`src/rtl/wrle_pkg.sv`:
```
// Package for the web request line extractor: types, codes and constants
// shared by the interfaces, the parser front, the record queue and the output stage.
// No dependencies.
package wrle_pkg;

   localparam int LINK_HEADER_BYTES_DEF = 14;
   localparam int QUEUE_DEPTH_DEF       = 4;

   // Frame position counter saturates; every position of interest lies below 256.
   localparam int POS_W       = 8;
   localparam int CSR_INDEX_W = 8;
   localparam int PORT_W      = 16;
   localparam int ADDR_W      = 32;

   typedef logic [POS_W-1:0]       pos_type;
   typedef logic [PORT_W-1:0]      port_type;
   typedef logic [ADDR_W-1:0]      addr_type;
   typedef logic [CSR_INDEX_W-1:0] csr_index_type;

   typedef enum logic [2:0] {
      PH_LINK,
      PH_HEADERS,
      PH_METHOD,
      PH_PATH,
      PH_DONE
   } phase_type;

   typedef enum logic [1:0] {
      KIND_BYTE,
      KIND_COMPLETE,
      KIND_SECURE,
      KIND_CUT
   } kind_type;

   typedef enum logic [1:0] {
      METHOD_GET,
      METHOD_POST,
      METHOD_PUT
   } method_type;

   localparam csr_index_type CSR_WEB_PORT    = csr_index_type'(0);
   localparam csr_index_type CSR_SECURE_PORT = csr_index_type'(1);

   localparam port_type WEB_PORT_RESET    = 16'd80;
   localparam port_type SECURE_PORT_RESET = 16'd443;

   localparam logic [7:0]  CHAR_SPACE = 8'h20;
   localparam logic [31:0] WORD_GET   = 32'h0047_4554;
   localparam logic [31:0] WORD_POST  = 32'h504F_5354;
   localparam logic [31:0] WORD_PUT   = 32'h0050_5554;

   localparam logic [3:0] HDR_LEN_MIN = 4'd5;

   // Byte offsets inside the IPv4 and TCP headers
   localparam int IP_DEST_FIRST  = 16;
   localparam int IP_DEST_LAST   = 19;
   localparam int TCP_PORT_HI    = 2;
   localparam int TCP_PORT_LO    = 3;
   localparam int TCP_DATA_OFFS  = 12;

   typedef struct packed {
      kind_type   kind;
      logic [1:0] method;
      addr_type   dest_address;
      logic [7:0] path_char;
      logic       last;
   } rec_type;

endpackage

```
`src/rtl/wrle_if.sv`:
```
// Channel interfaces of the web request line extractor: frame bytes in,
// records out, and the register write port. Depends on wrle_pkg.

interface wrle_req_if;
   logic       valid;
   logic       ready;
   logic [7:0] frame_byte;
   logic       frame_end;

   modport source (output valid, output frame_byte, output frame_end, input ready);
   modport sink   (input valid, input frame_byte, input frame_end, output ready);
endinterface

interface wrle_rsp_if;
   logic        valid;
   logic        ready;
   logic [1:0]  record_kind;
   logic [1:0]  request_method;
   logic [31:0] dest_address;
   logic [7:0]  path_char;
   logic        record_last;

   modport source (output valid, output record_kind, output request_method,
                   output dest_address, output path_char, output record_last,
                   input ready);
   modport sink   (input valid, input record_kind, input request_method,
                   input dest_address, input path_char, input record_last,
                   output ready);
endinterface

interface wrle_csr_if;
   logic                     valid;
   logic                     ready;
   wrle_pkg::csr_index_type  reg_index;
   logic [15:0]              wr_data;

   modport source (output valid, output reg_index, output wr_data, input ready);
   modport sink   (input valid, input reg_index, input wr_data, output ready);
endinterface

```
`src/rtl/wrle_front.sv`:
```
// Parser front: walks the frame header fields byte by byte, recognizes the
// method and emits at most one record per request. Depends on wrle_pkg.
module wrle_front #(
   parameter int LINK_HEADER_BYTES = wrle_pkg::LINK_HEADER_BYTES_DEF
) (
   input  logic               clock,
   input  logic               reset,
   input  logic               accept,
   input  logic [7:0]         frame_byte,
   input  logic               frame_end,
   input  wrle_pkg::port_type web_port,
   input  wrle_pkg::port_type secure_port,
   output logic               rec_valid,
   output wrle_pkg::rec_type  rec
);

   localparam wrle_pkg::pos_type LH = wrle_pkg::pos_type'(LINK_HEADER_BYTES);

   wrle_pkg::phase_type phase_ff, phase_in;
   wrle_pkg::pos_type   pos_ff, pos_in;
   wrle_pkg::pos_type   tstart_ff, tstart_in;
   wrle_pkg::pos_type   pstart_ff, pstart_in;
   wrle_pkg::addr_type  addr_ff, addr_in;
   wrle_pkg::port_type  port_ff, port_in;
   logic [31:0]         mchars_ff, mchars_in;
   logic [2:0]          mcount_ff, mcount_in;
   logic [1:0]          method_ff, method_in;

   logic       is_space;
   logic       method_ok;
   logic [1:0] method_code;
   logic       at_ihl, at_offs, hdr_short, offs_short, in_payload;

   assign is_space   = (frame_byte == wrle_pkg::CHAR_SPACE);
   assign at_ihl     = (pos_ff == LH);
   assign at_offs    = (pos_ff == tstart_ff + wrle_pkg::pos_type'(wrle_pkg::TCP_DATA_OFFS));
   assign hdr_short  = (frame_byte[3:0] < wrle_pkg::HDR_LEN_MIN);
   assign offs_short = (frame_byte[7:4] < wrle_pkg::HDR_LEN_MIN);
   assign in_payload = (pos_ff >= pstart_ff);

   always_comb begin
      method_ok   = 1'b1;
      method_code = wrle_pkg::METHOD_GET;
      if (mcount_ff == 3'd3 && mchars_ff == wrle_pkg::WORD_GET) begin
         method_code = wrle_pkg::METHOD_GET;
      end else if (mcount_ff == 3'd4 && mchars_ff == wrle_pkg::WORD_POST) begin
         method_code = wrle_pkg::METHOD_POST;
      end else if (mcount_ff == 3'd3 && mchars_ff == wrle_pkg::WORD_PUT) begin
         method_code = wrle_pkg::METHOD_PUT;
      end else begin
         method_ok = 1'b0;
      end
   end

   // next phase
   always_comb begin
      phase_in = phase_ff;
      if (accept) begin
         case (phase_ff)
            wrle_pkg::PH_LINK: begin
               if (at_ihl) begin
                  phase_in = hdr_short ? wrle_pkg::PH_DONE : wrle_pkg::PH_HEADERS;
               end
            end
            wrle_pkg::PH_HEADERS: begin
               if (at_offs) begin
                  if (!offs_short && port_ff == web_port) begin
                     phase_in = wrle_pkg::PH_METHOD;
                  end else begin
                     phase_in = wrle_pkg::PH_DONE;
                  end
               end
            end
            wrle_pkg::PH_METHOD: begin
               if (in_payload) begin
                  if (is_space) begin
                     phase_in = method_ok ? wrle_pkg::PH_PATH : wrle_pkg::PH_DONE;
                  end else if (mcount_ff >= 3'd4) begin
                     phase_in = wrle_pkg::PH_DONE;
                  end
               end
            end
            wrle_pkg::PH_PATH: begin
               if (is_space) begin
                  phase_in = wrle_pkg::PH_DONE;
               end
            end
            default: ;
         endcase
         if (frame_end) begin
            phase_in = wrle_pkg::PH_LINK;
         end
      end
   end

   // datapath and record output
   always_comb begin
      pos_in    = pos_ff;
      tstart_in = tstart_ff;
      pstart_in = pstart_ff;
      addr_in   = addr_ff;
      port_in   = port_ff;
      mchars_in = mchars_ff;
      mcount_in = mcount_ff;
      method_in = method_ff;

      rec_valid        = 1'b0;
      rec.kind         = wrle_pkg::KIND_BYTE;
      rec.method       = method_ff;
      rec.dest_address = addr_ff;
      rec.path_char    = 8'h00;
      rec.last         = 1'b0;

      if (accept) begin
         case (phase_ff)
            wrle_pkg::PH_LINK: begin
               if (at_ihl) begin
                  tstart_in = LH + wrle_pkg::pos_type'({frame_byte[3:0], 2'b00});
               end
            end
            wrle_pkg::PH_HEADERS: begin
               if (pos_ff >= LH + wrle_pkg::pos_type'(wrle_pkg::IP_DEST_FIRST) &&
                   pos_ff <= LH + wrle_pkg::pos_type'(wrle_pkg::IP_DEST_LAST)) begin
                  addr_in = {addr_ff[23:0], frame_byte};
               end
               if (pos_ff == tstart_ff + wrle_pkg::pos_type'(wrle_pkg::TCP_PORT_HI) ||
                   pos_ff == tstart_ff + wrle_pkg::pos_type'(wrle_pkg::TCP_PORT_LO)) begin
                  port_in = {port_ff[7:0], frame_byte};
               end
               if (at_offs && !offs_short) begin
                  if (port_ff == web_port) begin
                     pstart_in = tstart_ff + wrle_pkg::pos_type'({frame_byte[7:4], 2'b00});
                  end else if (port_ff == secure_port) begin
                     rec_valid  = 1'b1;
                     rec.kind   = wrle_pkg::KIND_SECURE;
                     rec.method = 2'b00;
                     rec.last   = 1'b1;
                  end
               end
            end
            wrle_pkg::PH_METHOD: begin
               if (in_payload) begin
                  if (is_space) begin
                     if (method_ok) begin
                        method_in = method_code;
                        if (frame_end) begin
                           rec_valid  = 1'b1;
                           rec.kind   = wrle_pkg::KIND_CUT;
                           rec.method = method_code;
                           rec.last   = 1'b1;
                        end
                     end
                  end else if (mcount_ff < 3'd4) begin
                     mchars_in = {mchars_ff[23:0], frame_byte};
                     mcount_in = mcount_ff + 3'd1;
                  end
               end
            end
            wrle_pkg::PH_PATH: begin
               rec_valid = 1'b1;
               if (is_space) begin
                  rec.kind = wrle_pkg::KIND_COMPLETE;
                  rec.last = 1'b1;
               end else if (frame_end) begin
                  rec.kind = wrle_pkg::KIND_CUT;
                  rec.last = 1'b1;
               end else begin
                  rec.path_char = frame_byte;
               end
            end
            default: ;
         endcase

         if (pos_ff != '1) begin
            pos_in = pos_ff + wrle_pkg::pos_type'(1);
         end

         if (frame_end) begin
            pos_in    = '0;
            tstart_in = '0;
            pstart_in = '0;
            addr_in   = '0;
            port_in   = '0;
            mchars_in = '0;
            mcount_in = '0;
            method_in = '0;
         end
      end
   end

   always_ff @(posedge clock) begin
      if (reset) begin
         phase_ff  <= wrle_pkg::PH_LINK;
         pos_ff    <= '0;
         tstart_ff <= '0;
         pstart_ff <= '0;
         addr_ff   <= '0;
         port_ff   <= '0;
         mchars_ff <= '0;
         mcount_ff <= '0;
         method_ff <= '0;
      end else begin
         phase_ff  <= phase_in;
         pos_ff    <= pos_in;
         tstart_ff <= tstart_in;
         pstart_ff <= pstart_in;
         addr_ff   <= addr_in;
         port_ff   <= port_in;
         mchars_ff <= mchars_in;
         mcount_ff <= mcount_in;
         method_ff <= method_in;
      end
   end

endmodule

```
`src/rtl/wrle_queue.sv`:
```
// Short record queue between the parser front and the output stage.
// Depends on wrle_pkg.
module wrle_queue #(
   parameter int DEPTH = wrle_pkg::QUEUE_DEPTH_DEF
) (
   input  logic              clock,
   input  logic              reset,
   input  logic              push,
   input  wrle_pkg::rec_type push_data,
   input  logic              pop,
   output wrle_pkg::rec_type pop_data,
   output logic              empty,
   output logic              full
);

   localparam int PTR_W = (DEPTH > 1) ? $clog2(DEPTH) : 1;
   localparam int CNT_W = $clog2(DEPTH + 1);

   wrle_pkg::rec_type mem_ff [DEPTH];
   logic [PTR_W-1:0]  wr_ptr_ff, wr_ptr_in;
   logic [PTR_W-1:0]  rd_ptr_ff, rd_ptr_in;
   logic [CNT_W-1:0]  count_ff, count_in;

   assign empty    = (count_ff == '0);
   assign full     = (count_ff == CNT_W'(DEPTH));
   assign pop_data = mem_ff[rd_ptr_ff];

   always_comb begin
      wr_ptr_in = wr_ptr_ff;
      rd_ptr_in = rd_ptr_ff;
      count_in  = count_ff;
      if (push) begin
         wr_ptr_in = (wr_ptr_ff == PTR_W'(DEPTH - 1)) ? '0 : wr_ptr_ff + PTR_W'(1);
      end
      if (pop) begin
         rd_ptr_in = (rd_ptr_ff == PTR_W'(DEPTH - 1)) ? '0 : rd_ptr_ff + PTR_W'(1);
      end
      if (push && !pop) begin
         count_in = count_ff + CNT_W'(1);
      end else if (pop && !push) begin
         count_in = count_ff - CNT_W'(1);
      end
   end

   always_ff @(posedge clock) begin
      if (push) begin
         mem_ff[wr_ptr_ff] <= push_data;
      end
   end

   always_ff @(posedge clock) begin
      if (reset) begin
         wr_ptr_ff <= '0;
         rd_ptr_ff <= '0;
         count_ff  <= '0;
      end else begin
         wr_ptr_ff <= wr_ptr_in;
         rd_ptr_ff <= rd_ptr_in;
         count_ff  <= count_in;
      end
   end

endmodule

```
`src/rtl/wrle_back.sv`:
```
// Output stage: moves records from the queue into the response register
// and holds them until taken. Depends on wrle_pkg and wrle_if.
module wrle_back (
   input  logic              clock,
   input  logic              reset,
   input  wrle_pkg::rec_type q_data,
   input  logic              q_empty,
   output logic              q_pop,
   wrle_rsp_if.source        rsp_chan
);

   logic              out_valid_ff, out_valid_in;
   wrle_pkg::rec_type out_rec_ff, out_rec_in;
   logic              load;

   assign load  = !q_empty && (!out_valid_ff || rsp_chan.ready);
   assign q_pop = load;

   always_comb begin
      out_valid_in = out_valid_ff;
      out_rec_in   = out_rec_ff;
      if (load) begin
         out_valid_in = 1'b1;
         out_rec_in   = q_data;
      end else if (rsp_chan.ready) begin
         out_valid_in = 1'b0;
      end
   end

   always_ff @(posedge clock) begin
      if (reset) begin
         out_valid_ff <= 1'b0;
      end else begin
         out_valid_ff <= out_valid_in;
      end
   end

   always_ff @(posedge clock) begin
      out_rec_ff <= out_rec_in;
   end

   assign rsp_chan.valid          = out_valid_ff;
   assign rsp_chan.record_kind    = out_rec_ff.kind;
   assign rsp_chan.request_method = out_rec_ff.method;
   assign rsp_chan.dest_address   = out_rec_ff.dest_address;
   assign rsp_chan.path_char      = out_rec_ff.path_char;
   assign rsp_chan.record_last    = out_rec_ff.last;

endmodule

```
`src/rtl/web_request_line_extractor.sv`:
```
// Web request line extractor. Takes one frame byte per cycle with no gaps needed
// between frames; each accepted byte yields at most one record, which goes via the
// queue and the response register to the response channel when the output is free. The
// parser front decides per byte and writes records into a small queue (QUEUE_DEPTH
// entries); the request side only stalls once that queue is full under response
// backpressure. The user must write port registers through the csr channel only while
// idle (unchecked). Depends on wrle_pkg, wrle_if, wrle_front, wrle_queue and wrle_back.
module web_request_line_extractor #(
   parameter int LINK_HEADER_BYTES = wrle_pkg::LINK_HEADER_BYTES_DEF,
   parameter int QUEUE_DEPTH       = wrle_pkg::QUEUE_DEPTH_DEF
) (
   input  logic        clock,
   input  logic        reset,
   wrle_req_if.sink    req_chan,
   wrle_rsp_if.source  rsp_chan,
   wrle_csr_if.sink    csr_chan
);

   wrle_pkg::port_type web_port_ff, web_port_in;
   wrle_pkg::port_type secure_port_ff, secure_port_in;

   logic              accept;
   logic              rec_valid;
   wrle_pkg::rec_type rec;
   wrle_pkg::rec_type q_data;
   logic              q_empty, q_full, q_pop;

   assign csr_chan.ready = 1'b1;

   always_comb begin
      web_port_in    = web_port_ff;
      secure_port_in = secure_port_ff;
      if (csr_chan.valid) begin
         if (csr_chan.reg_index == wrle_pkg::CSR_WEB_PORT) begin
            web_port_in = csr_chan.wr_data;
         end else if (csr_chan.reg_index == wrle_pkg::CSR_SECURE_PORT) begin
            secure_port_in = csr_chan.wr_data;
         end
      end
   end

   always_ff @(posedge clock) begin
      if (reset) begin
         web_port_ff    <= wrle_pkg::WEB_PORT_RESET;
         secure_port_ff <= wrle_pkg::SECURE_PORT_RESET;
      end else begin
         web_port_ff    <= web_port_in;
         secure_port_ff <= secure_port_in;
      end
   end

   assign req_chan.ready = !q_full;
   assign accept         = req_chan.valid && !q_full;

   wrle_front #(
      .LINK_HEADER_BYTES (LINK_HEADER_BYTES)
   ) u_front (
      .clock       (clock),
      .reset       (reset),
      .accept      (accept),
      .frame_byte  (req_chan.frame_byte),
      .frame_end   (req_chan.frame_end),
      .web_port    (web_port_ff),
      .secure_port (secure_port_ff),
      .rec_valid   (rec_valid),
      .rec         (rec)
   );

   wrle_queue #(
      .DEPTH (QUEUE_DEPTH)
   ) u_queue (
      .clock     (clock),
      .reset     (reset),
      .push      (rec_valid),
      .push_data (rec),
      .pop       (q_pop),
      .pop_data  (q_data),
      .empty     (q_empty),
      .full      (q_full)
   );

   wrle_back u_back (
      .clock    (clock),
      .reset    (reset),
      .q_data   (q_data),
      .q_empty  (q_empty),
      .q_pop    (q_pop),
      .rsp_chan (rsp_chan)
   );

endmodule

```
`src/flat_wrapper.sv`:
```
// flat-port wrapper written by rule: the top's interface ports become plain ports
module web_request_line_extractor_flat 
#(
   parameter int LINK_HEADER_BYTES = wrle_pkg::LINK_HEADER_BYTES_DEF,
   parameter int QUEUE_DEPTH       = wrle_pkg::QUEUE_DEPTH_DEF
)
  (clock, reset, req_chan_valid, req_chan_frame_byte, req_chan_frame_end, req_chan_ready, rsp_chan_valid, rsp_chan_record_kind, rsp_chan_request_method, rsp_chan_dest_address, rsp_chan_path_char, rsp_chan_record_last, rsp_chan_ready, csr_chan_valid, csr_chan_reg_index, csr_chan_wr_data, csr_chan_ready);
  wrle_req_if req_chan_i ();
  wrle_rsp_if rsp_chan_i ();
  wrle_csr_if csr_chan_i ();
  input  logic clock;
  input  logic reset;
  input wire logic [$bits(req_chan_i.valid)-1:0] req_chan_valid;
  input wire logic [$bits(req_chan_i.frame_byte)-1:0] req_chan_frame_byte;
  input wire logic [$bits(req_chan_i.frame_end)-1:0] req_chan_frame_end;
  output wire logic [$bits(req_chan_i.ready)-1:0] req_chan_ready;
  output wire logic [$bits(rsp_chan_i.valid)-1:0] rsp_chan_valid;
  output wire logic [$bits(rsp_chan_i.record_kind)-1:0] rsp_chan_record_kind;
  output wire logic [$bits(rsp_chan_i.request_method)-1:0] rsp_chan_request_method;
  output wire logic [$bits(rsp_chan_i.dest_address)-1:0] rsp_chan_dest_address;
  output wire logic [$bits(rsp_chan_i.path_char)-1:0] rsp_chan_path_char;
  output wire logic [$bits(rsp_chan_i.record_last)-1:0] rsp_chan_record_last;
  input wire logic [$bits(rsp_chan_i.ready)-1:0] rsp_chan_ready;
  input wire logic [$bits(csr_chan_i.valid)-1:0] csr_chan_valid;
  input wire logic [$bits(csr_chan_i.reg_index)-1:0] csr_chan_reg_index;
  input wire logic [$bits(csr_chan_i.wr_data)-1:0] csr_chan_wr_data;
  output wire logic [$bits(csr_chan_i.ready)-1:0] csr_chan_ready;
  assign req_chan_i.valid = req_chan_valid;
  assign req_chan_i.frame_byte = req_chan_frame_byte;
  assign req_chan_i.frame_end = req_chan_frame_end;
  assign req_chan_ready = req_chan_i.ready;
  assign rsp_chan_valid = rsp_chan_i.valid;
  assign rsp_chan_record_kind = rsp_chan_i.record_kind;
  assign rsp_chan_request_method = rsp_chan_i.request_method;
  assign rsp_chan_dest_address = rsp_chan_i.dest_address;
  assign rsp_chan_path_char = rsp_chan_i.path_char;
  assign rsp_chan_record_last = rsp_chan_i.record_last;
  assign rsp_chan_i.ready = rsp_chan_ready;
  assign csr_chan_i.valid = csr_chan_valid;
  assign csr_chan_i.reg_index = csr_chan_reg_index;
  assign csr_chan_i.wr_data = csr_chan_wr_data;
  assign csr_chan_ready = csr_chan_i.ready;
  web_request_line_extractor #(.LINK_HEADER_BYTES(LINK_HEADER_BYTES), .QUEUE_DEPTH(QUEUE_DEPTH)) u_core (.clock(clock), .reset(reset), .req_chan(req_chan_i), .rsp_chan(rsp_chan_i), .csr_chan(csr_chan_i));
endmodule
```
`config.mk`:
```
export PLATFORM = sky130hd
export DESIGN_NAME = web_request_line_extractor_flat
export DESIGN_NICKNAME = d
export VERILOG_FILES = /design/src/rtl/wrle_pkg.sv /design/src/rtl/wrle_if.sv /design/src/rtl/wrle_front.sv /design/src/rtl/wrle_queue.sv /design/src/rtl/wrle_back.sv /design/src/rtl/web_request_line_extractor.sv /design/src/flat_wrapper.sv
export SDC_FILE = /design/constraint.sdc
export NUM_CORES = 1
export LEC_CHECK = 0
export ABC_AREA = 1
export BUFFER_PORTS_ARGS = -buffer_cell sky130_fd_sc_hd__clkbuf_2
export CAP_MARGIN = 20
export CORE_ASPECT_RATIO = 1.4
export CORE_MARGIN = 5
export CORE_UTILIZATION = 40
export CTS_BUF_LIST = sky130_fd_sc_hd__clkbuf_8
export DETAILED_ROUTE_END_ITERATION = 10
export GPL_ROUTABILITY_DRIVEN = 1
export PLACE_DENSITY = 0.56
export SETUP_SLACK_MARGIN = 0.02
export SYNTH_ARGS = -nofsm -noshare
export SYNTH_HDL_FRONTEND = slang
export SYNTH_SLANG_ARGS = --single-unit
```
`constraint.sdc`:
```
create_clock -name clock -period 5.58 [get_ports clock]
set_clock_uncertainty 0.2 [all_clocks]
set_input_delay 1.116 -clock clock [delete_from_list [all_inputs] [get_ports clock]]
set_output_delay 1.116 -clock clock [all_outputs]
set_load 0.02 [all_outputs]
```
## Yosys cells after proc, flatten, opt, wreduce, memory -nomap -nowiden

Memory sizes are Yosys's and may differ from the RTL's. A register that Yosys moved wholly into a read port is not among the register bits.
Cells that the tools add are included.

- Output and inout port bits: 48
- Register bits after elaboration: 152
- Memories kept: 1
- ROM bits: 0
- Memory bits (writable): 180
- Bits in latches: 0
- Logic and storage cells: 190

Memory list:

| name | depth | bits a word | rd ports | clocked after memory_dff | write ports | RTL line | source |
|---|---|---|---|---|---|---|---|
| u_core.u_queue.mem_ff | 4 | 45 | 1 | 1 | 1 | wrle_queue.sv:19 | `wrle_pkg::rec_type mem_ff [DEPTH];` |

- Equal/unequal tests: 26
- Order comparisons: 7
- $mul: 0
- Div/mod/pow operators: 0
- Shift operators: 0
- Reductions and logical operators: 47
- Bitwise operators: 1
- $add $sub $neg: 11
- Multiplexer cells: 82

Operators by type and width:

| operator | number |
|---|---|
| 32-bit 2-to-1 mux | 8 |
| 8-bit 2-to-1 mux | 12 |
| 32-bit by 23-bit equality test with 1-bit output, second input constant | 2 |
| 3-bit 2-to-1 mux | 17 |
| 16-bit 2-to-1 mux | 3 |
| 16-bit equality test | 2 |
| 32-bit by 31-bit equality test with 1-bit output, second input constant | 1 |
| 4-bit 2-to-1 mux | 8 |
| 2-bit nonzero test | 15 |
| 8-bit equality test | 3 |
| 2-bit 2-to-1 mux | 12 |
| 8-bit by 2-bit adder with 8-bit output, second input constant | 2 |
| 1-bit 2-to-1 mux | 16 |
| 3-bit inequality test, second input constant | 4 |
| 3-bit one-hot mux with 4 select lines | 1 |
| 3-bit AND reduction | 4 |
| 1-bit logical AND | 10 |
| 5-bit AND reduction | 2 |
| 3-bit by 2-bit equality test with 1-bit output, second input constant | 3 |
| 9-bit 2-to-1 mux | 1 |
| 8-bit by 1-bit adder with 8-bit output, second input constant | 1 |
| 8-bit by 4-bit adder with 8-bit output, second input constant | 1 |
| 8-bit by 6-bit adder with 8-bit output | 1 |
| 8-bit by 1-bit equality test with 1-bit output, second input constant | 1 |
| 30 further kinds | 44 |

## Longest topological paths before layout

Gate-level depths: netlist (run 1).

- Depth after elaboration: 14
- Mapped depth: 21
- Gate-level depth less buffers: 21

## Cells and area by module

Synthesis (run 1) repeated with hierarchy kept, for this count alone.

- Cell total of the unflattened synthesis: 1600
- Area total of the unflattened synthesis: 15931.5 µm²

Modules (own cells, without submodules):

| module | cells each | area an instance (µm²) | instances | seq. area each (µm²) |
|---|---|---|---|---|
| wrle_queue | 494 | 7153.1 | 1 | 5585.4 |
| wrle_front | 857 | 5998.3 | 1 | 2182.1 |
| wrle_back | 50 | 1395.1 | 1 | 1371.3 |
| web_request_line_extractor | 199 | 1385.1 | 1 | 640.6 |

## Worst setup path before layout (run 1)

OpenSTA, ideal clock, no wires.

- Path type: input to register
- Start point: in rsp_chan_ready
- End point: reg u_core.u_queue.count_ff[1]
- Path slack: 313 ps
- Setup time: 120 ps
- Data required time: 5260 ps
- Cell stages on the path: 8
- Arrival time: 4947 ps
- Path buffers: 0
- Path through: nor2_1 a31oi_1 inv_1 ha_1 inv_1 fa_1 o21ai_0 a21oi_1

- Longest elaborated chain between the ends: 5
- Elaborated cells between the ends (all ways): 7

Ends and longest elaborated chain:

| what | RTL line | source |
|---|---|---|
| start: declaration | flat_wrapper.sv:23 | `input wire logic [$bits(rsp_chan_i.ready)-1:0] rsp_chan_ready;` |
| 1-bit logical OR | wrle_back.sv:16 | `assign load = !q_empty && (!out_valid_ff \|\| rsp_chan.ready);` |
| 1-bit logical AND | wrle_back.sv:16 |  |
| via u_core.q_pop | web_request_line_extractor.sv:26 | `logic q_empty, q_full, q_pop;` |
| 1-bit zero test | wrle_queue.sv:38 | `if (push && !pop) begin` |
| 1-bit logical AND | wrle_queue.sv:38 |  |
| 3-bit 2-to-1 mux | wrle_queue.sv:38 |  |
| via u_core.u_queue.count_in[1] | wrle_queue.sv:22 | `logic [CNT_W-1:0] count_ff, count_in;` |
| end signal: assignment | wrle_queue.sv:59 | `count_ff <= count_in;` |
| end: declaration | wrle_queue.sv:22 |  |

The timed path passes the listed nets, and every way through them passes these cells.
A chain may end at the register's enable or synchronous reset.

## Worst setup path in the final report (run 1)

- Start point: reg u_core.u_front.tstart_ff[3]
- End point: mem u_core.u_queue.mem_ff[0][11] (netlist bit) (enable)

- Longest elaborated chain between the ends: 8

Ends and longest elaborated chain:

| what | RTL line | source |
|---|---|---|
| start: declaration | wrle_front.sv:21 | `wrle_pkg::pos_type tstart_ff, tstart_in;` |
| start signal: assignment | wrle_front.sv:205 | `tstart_ff <= tstart_in;` |
| 8-bit by 4-bit adder with 8-bit output | wrle_front.sv:36 | `assign at_offs = (pos_ff == tstart_ff + wrle_pkg::pos_type'(wrle_pkg::TCP_DATA_OFFS));` |
| 8-bit equality test | wrle_front.sv:36 |  |
| 1-bit logical AND | wrle_front.sv:130 | `if (at_offs && !offs_short) begin` |
| 1-bit 2-to-1 mux | wrle_front.sv:130 |  |
| 1-bit one-hot mux with 3 select lines | wrle_front.sv:115 | `case (phase_ff)` |
| 1-bit 2-to-1 mux | wrle_front.sv:114 | `if (accept) begin` |
| 1-bit 2-to-1 mux | wrle_queue.sv:46 | `if (push) begin` |
| 1-bit 2-to-1 mux (implied by the code) | wrle_queue.sv:47 | `mem_ff[wr_ptr_ff] <= push_data;` |
| end: declaration | wrle_queue.sv:19 |  |

No other way between the ends.

==> flow_summary_export.csv, run 1 <==
group,metric,value,unit
sta,worst_slew_pin_slew,1110,ps
sta,max-slew-margin-rel,0.254,
clocking,cts_root_buf,"clkbuf_8",
synth,dominantRegCellSynth,"edfxtp_1",
final_layout,num-nets-final,1785,
place,hpwl,24900,µm
clocking,cts_hold_buf,0,
die,dieWidth,178,µm
synth,synthCells,1633,
die,core,0.0393,mm²
final_layout,multi_input_area,0.00520,mm²
clocking,clk_latency,620,ps
final_layout,register_area,0.00974,mm²
synth,syn-num-nets,1701,
clocking,htreeDepth,2,
setup_path,arrival,3620,ps
final_layout,drive_above_1_share,0.127,
detailed_routing,drc_errors,0,
detailed_routing,drt_iter0_markers,760,
pwr,power.leakage,6.74,nW
clocking,cts_sinks,374,
min_path,hp-class,"reg2reg",
outcome,status,"completed",
place,portBuffers,84,
detailed_routing,dr.pass1.iters,5,
sta,finalMaxSlewViolations,0,
synth,yosys_warnings,0,
pwr,peakVddDrop,0.205,mV
synth,synth_area,0.0158,mm²
detailed_routing,drt-wirelength-per-cell,16.8,µm
synth,synth_edf_count,225,
die,rows,86,
setup_path,slowest_delay,610,ps
clocking,clk_path_buf_depth,3,
setup_path,cp.buffers_inverters,2,
sta,fmax,285,MHz
synth,ys_ff_latch,374,
synth,synth_top_area_frac,0.427,
die,die-height,245,µm
place,gp_congestion,0.887,
final_layout,final_cell_mix,"nand2_1 (267), edfxtp_1 (225), nor2_1 (221)",
clocking,post_cts_resized,0,
die,start_util,0.403,
clocking,cts_tree,"done",
setup_path,crit_fanout,22,
detailed_routing,drtAntennaViolNets,0,
setup_path,start_kind,"flip-flop",
detailed_routing,via_per_inst,5.04,
global_routing,antenna_found_initial,1,
global_routing,track_usage,0.176,
sta,final.period_utilization,0.629,
synth,synth.area.top_cells,"edfxtp_1 (43%), dfxtp_1 (19%), nand2_1 (6.3%)",
detailed_routing,routed_wl,38600,µm
global_routing,grt_pass1_wl,61400,µm
clocking,clkTransAtPathRegs,60,ps
sta,post-route-min-period,3510,ps
setup_path,critPathCaptureType,"flip-flop",
synth,synth.avg_cell_area,9.69,µm²
global_routing,grt_overflow,0,
die,io_pins,86,
sta,rsz0062_at_grt,"no",
sta,finalSetupViolCount,0,
clocking,postCtsSetupBuffers,0,
synth,yosysTopAreaCell,"edfxtp_1",
setup_path,worstSetupPathType,"reg2reg",
sta,hold_viol,0,
die,dieArea,0.0437,mm²
run,maxCapViolations,0,
setup_path,crit_slowest_cell,"nor2_4",
final_layout,fill_cells,3778,
global_routing,grt_pass1_vias,11200,
final_layout,syn_to_final_growth,13.1,%
detailed_routing,num_vias,11600,
setup_path,cp_data_required_time,5690,ps
pwr,power.density,402,mW/mm²
synth,synth-seq-area-share,0.615,
setup_path,crit_chain,"inv_1, ha_1, nand2_1, nand2_1, nor2_1, nand2_1, nor2_2, nand3_2, nor2_4, nand3_2, nand3_2, nand2_4, nor2_4, buf_4",
final_layout,final_common_cell,"nand2_1",
synth,ys_types,45,
global_routing,grt_max_degree,94,
clocking,cts_buffers,58,
sta,finalSetupTns,0,ps
setup_path,path_delay_family,"simple AND/OR/NAND/NOR gates",
synth,synthArstFlopShare,0,
pwr,total_power,7.19,mW
-- state kept, by name (all words and copies together), names as in the netlist, 6 cells and up --
name                                 count
u_core.u_queue.mem_ff                  180
u_core.web_port_ff                      16
u_core.u_front.tstart_ff                 6
u_core.u_front.pstart_ff                 7
u_core.u_back.rsp_chan.path_char         8
u_core.u_front.addr_ff                  32
u_core.u_front.pos_ff                    8
u_core.u_front.mchars_ff                32
u_core.u_back.rsp_chan.dest_address     32
u_core.secure_port_ff                   16
u_core.u_front.port_ff                  16
-- stage by stage --
stage | setup slack [ps] | std cells | util | area [µm²] | hold slack [ps]
final | 2070 | 2295 | 0.456 | 17900 | 262
after global routing | 1800 | 2295 | 0.456 | 17900 | 288
after CTS | 2010 | 2294 | 0.456 | 17900 | 265
after detailed placement | 1560 | 2185 | 0.425 | 16700 | 254
after global placement | 1670 | 2185 | 0.425 | 16700 | 249
after floorplan | 313 | 1633 | - | 15800 | 233
-- layer usage --
| layer | part of all wire | vias to the layer above | track usage |
|---|---|---|---|
| li1 | - | 5745 | - |
| met1 | 0.41 | 5504 | 0.212 |
| met2 | 0.52 | 244 | 0.322 |
| met3 | 0.042 | 73 | 0.0275 |
| met4 | 0.022 | 0 | 0.0489 |
| met5 | 0 | - | 0 |
-- worst paths after layout --
kind | depth (start not counted) | to | from | slack [ps]
setup / recovery | 14 | u_core.u_queue.mem_ff[0][11] | u_core.u_front.tstart_ff[3] | 2070
hold / removal | 2 | u_core.u_front.mchars_ff[24] | u_core.u_front.mchars_ff[24] | 260
setup reg to reg | 14 | u_core.u_queue.mem_ff[0][11] | u_core.u_front.tstart_ff[3] | 2070
hold reg to reg | 2 | u_core.u_front.mchars_ff[24] | u_core.u_front.mchars_ff[24] | 260
-- report_power, final --
group	internal [mW]	leakage [nW]	switching (mW)	total, mW
logic	0.428	2.74	1.10	1.53
registers	3.27	3.31	0.107	3.38
clock network	1.21	0.696	1.07	2.28
-- cell usage after synthesis, types with 2 or more instances --
library cell,n
ha_1,28
nor3_1,18
o21bai_1,3
a211oi_2,2
nand2_1,267
buf_1,3
inv_2,7
nor2_1,225
nand3_1,68
xnor2_1,13
buf_2,10
nand2_4,3
nand3_2,6
nand2_2,8
inv_1,142
a31oi_1,3
fa_1,2
clkbuf_1,50
nand4_1,7
nor2_4,2
edfxtp_1,225
dfxtp_1,149
o211ai_1,9
o21ai_0,149
a211oi_1,27
nor2_2,5
xor2_1,6
a21oi_1,122
o22ai_1,45
buf_4,4
nand3b_1,3
clkinv_1,3
buf_6,7
-- layout make-up --
cell class | instances | area share
flip-flops and latches | 374 | 0.544
multi-input cells | 1032 | 0.291
clock buffers | 72 | 0.0554
well taps | 528 | 0.0369
inverters | 153 | 0.0322
repair buffers | 98 | 0.0294
clock inverters | 37 | 0.0110
diodes | 1 | 0.000140
-- cell families after synthesis --
family          count (synthesis)  synth area share
buf+inv                       227            0.0590
flops                         374             0.615
fa+ha+maj                      30            0.0247
simple gates                  616             0.163
xor+xnor                       19            0.0105
compound gates                366             0.128
other cells                     1          0.000237
-- tightest hold or removal path, cell delays in order (launching register included) --
cell	delay, ps
dfxtp_1	290
inv_1	60
a211oi_1	60
Note: power is estimated with default switching activity, not from simulation.
==> run 2: changes to the inputs <==
==> constraint.sdc (replaced) <==
create_clock -name clock -period 3.65 [get_ports clock]
set_clock_uncertainty 0.2 [all_clocks]
set_input_delay 0.73 -clock clock [delete_from_list [all_inputs] [get_ports clock]]
set_output_delay 0.73 -clock clock [all_outputs]
set_load 0.02 [all_outputs]
==> run 2 against run 1 <==
Compared with the run above:
- worst setup slack got worse by 1600 ps
- register-to-register slack got worse by 1600 ps
- worst hold slack got worse by 120 ps
- global-route usage decreased by 0.16 points
- maximum frequency increased by 9.1%
- non-clock buffer count increased by 12
- largest power group unchanged
==> flow_summary_export.csv, run 2 (synthesis gave the netlist of run 1 again) <==
group,metric,value,unit
global_routing,met1_usage,0.208,
die,die-height,245,µm
pwr,peakVddDrop,0.347,mV
global_routing,grt_pass1_wl,60900,µm
clocking,clkTransAtPathRegs,60,ps
clocking,postCtsSetupBuffers,0,
final_layout,syn_to_final_growth,13.5,%
sta,finalSetupTns,0,ps
detailed_routing,drc_errors,0,
setup_path,cp_data_required_time,3930,ps
setup_path,arrival,3500,ps
place,dpl_cell_area,0.0168,mm²
final_layout,num-nets-final,1795,
place,gp_congestion,0.867,
sta,post-route-min-period,3220,ps
global_routing,grt_pass1_vias,11500,
final_layout,fin_cells,2302,
sta,final.period_utilization,0.882,
global_routing,antenna_found_initial,0,
global_routing,grt_overflow,0,
clocking,htreeDepth,2,
clocking,cts_buffers,56,
sta,max-slew-margin-rel,0.330,
pwr,power.density,606,mW/mm²
setup_path,critPathCaptureType,"flip-flop",
global_routing,grt_busiest_layer,"met2",
setup_path,crit_fanout,9,
detailed_routing,routed_wl,38000,µm
die,start_util,0.403,
setup_path,crit_slowest_cell,"dfxtp_1",
clocking,clk_path_buf_depth,3,
min_path,hp-class,"in2reg",
final_layout,postLayoutCellArea,0.0180,mm²
detailed_routing,via_per_inst,5.06,
run,maxCapViolations,0,
global_routing,grt_max_degree,93,
detailed_routing,dr.pass1.iters,5,
final_layout,final_common_cell,"nand2_1",
setup_path,crit_chain,"inv_1, ha_1, nand2_1, nand2_1, nor2_1, nand2_1, nor2_2, nand3_2, nor2_4, nand3_2, nand3_2, nand2_4, inv_2, ha_1, inv_1, fa_1, a21oi_1, o21ai_0, o21ai_0, a21oi_1",
sta,fmax,311,MHz
sta,hold_viol,0,
detailed_routing,drtAntennaViolNets,0,
sta,finalSetupViolCount,0,
die,rows,86,
setup_path,start_kind,"flip-flop",
clocking,post_cts_resized,0,
clocking,cts_tree,"done",
die,dieArea,0.0437,mm²
setup_path,slowest_delay,510,ps
sta,rsz0062_at_grt,"no",
setup_path,worstSetupPathType,"reg2reg",
place,dp.cells,2197,
outcome,status,"completed",
detailed_routing,drt-wirelength-per-cell,16.5,µm
detailed_routing,num_vias,11700,
final_layout,final_cell_mix,"nand2_1 (267), edfxtp_1 (225), nor2_1 (221)",
final_layout,drive_above_1_share,0.128,
clocking,cts_hold_buf,0,
clocking,cts_root_buf,"clkbuf_8",
final_layout,largest-register,"u_core.u_queue.mem_ff",
sta,finalMaxSlewViolations,0,
global_routing,track_usage,0.174,
clocking,cts_sinks,374,
global_routing,grtUsageMet2,0.316,
global_routing,grt_util_met3,0.0271,
sta,worst_slew_pin_slew,999,ps
die,core,0.0393,mm²
die,io_pins,86,
die,dieWidth,178,µm
final_layout,largest_reg_flops,180,
detailed_routing,drt_iter0_markers,654,
place,hpwl,24800,µm
clocking,clk_latency,620,ps
final_layout,diodes,0,
place,portBuffers,84,
pwr,power.leakage,6.87,nW
## run 2: cell count changes in the layout (fill, tap and decap cells not counted), sizes merged
| cell | before | now |
|---|---|---|
| buf | 15 | 27 |
| clkinv | 15 | 5 |
| diode | 1 | 0 |
| inv | 173 | 183 |
| clkinvlp | 1 | 0 |
| clkbuf | 155 | 152 |
## run 2: final cells by class
class | count | area (µm²)
Timing Repair Buffer | 110 | 653
Sequential cell | 374 | 9740
Clock inverter | 36 | 189
Inverter | 153 | 577
Multi-Input combinational cell | 1032 | 5200
Clock buffer | 69 | 950
Tap cell | 528 | 661
Fill cell | 3790 | 21300
## run 2: layer usage
metal | share of wire | up-vias | wire length [µm]
li1 | - | 5759 | -
met1 | 0.40 | 5522 | 15400
met2 | 0.52 | 283 | 19600
met3 | 0.048 | 87 | 1810
met4 | 0.033 | 0 | 1270
met5 | 0 | - | 0
## run 2: critical path, delay by kind of cell (launching register included)
family | cells | cell delay (ps)
AOI/OAI and AO/OA | 4 | 470
adders and majority gates | 3 | 790
buffers and inverters | 3 | 220
DFF | 1 | 510
and+or+nand+nor | 10 | 880
## run 2: where the power goes
group / total, mW / switching (mW) / internal, mW
clock: 3.39 / 1.61 / 1.79
sequential: 5.16 / 0.165 / 5.00
combinational: 2.34 / 1.68 / 0.662
total: 10.9 / 3.45 / 7.45
## run 2: stage by stage
| step | total power [mW] | hold slack, ps | util | worst slack [ps] |
|---|---|---|---|---|
| 4_1_cts | 11.1 | 107 | 0.458 | 421 |
| 2_1_floorplan | 6.85 | 233 | - | -610 |
| 3_5_place_dp | 7.65 | 252 | 0.429 | 342 |
| 5_1_grt | 11.5 | 150 | 0.458 | 159 |
| 6_report | 10.9 | 142 | 0.458 | 432 |
| 3_3_place_gp | 7.61 | 252 | 0.429 | 340 |
## run 2: worst paths after layout
check,from,to,slack (ps),cells after the start
setup reg to reg,u_core.u_front.tstart_ff[3],u_core.u_queue.count_ff[2],430,20
hold / removal,csr_chan_wr_data[6],u_core.web_port_ff[6],140,3
hold reg to reg,u_core.u_front.mchars_ff[27],u_core.u_front.mchars_ff[27],260,2
setup / recovery,u_core.u_front.tstart_ff[3],u_core.u_queue.count_ff[2],430,20
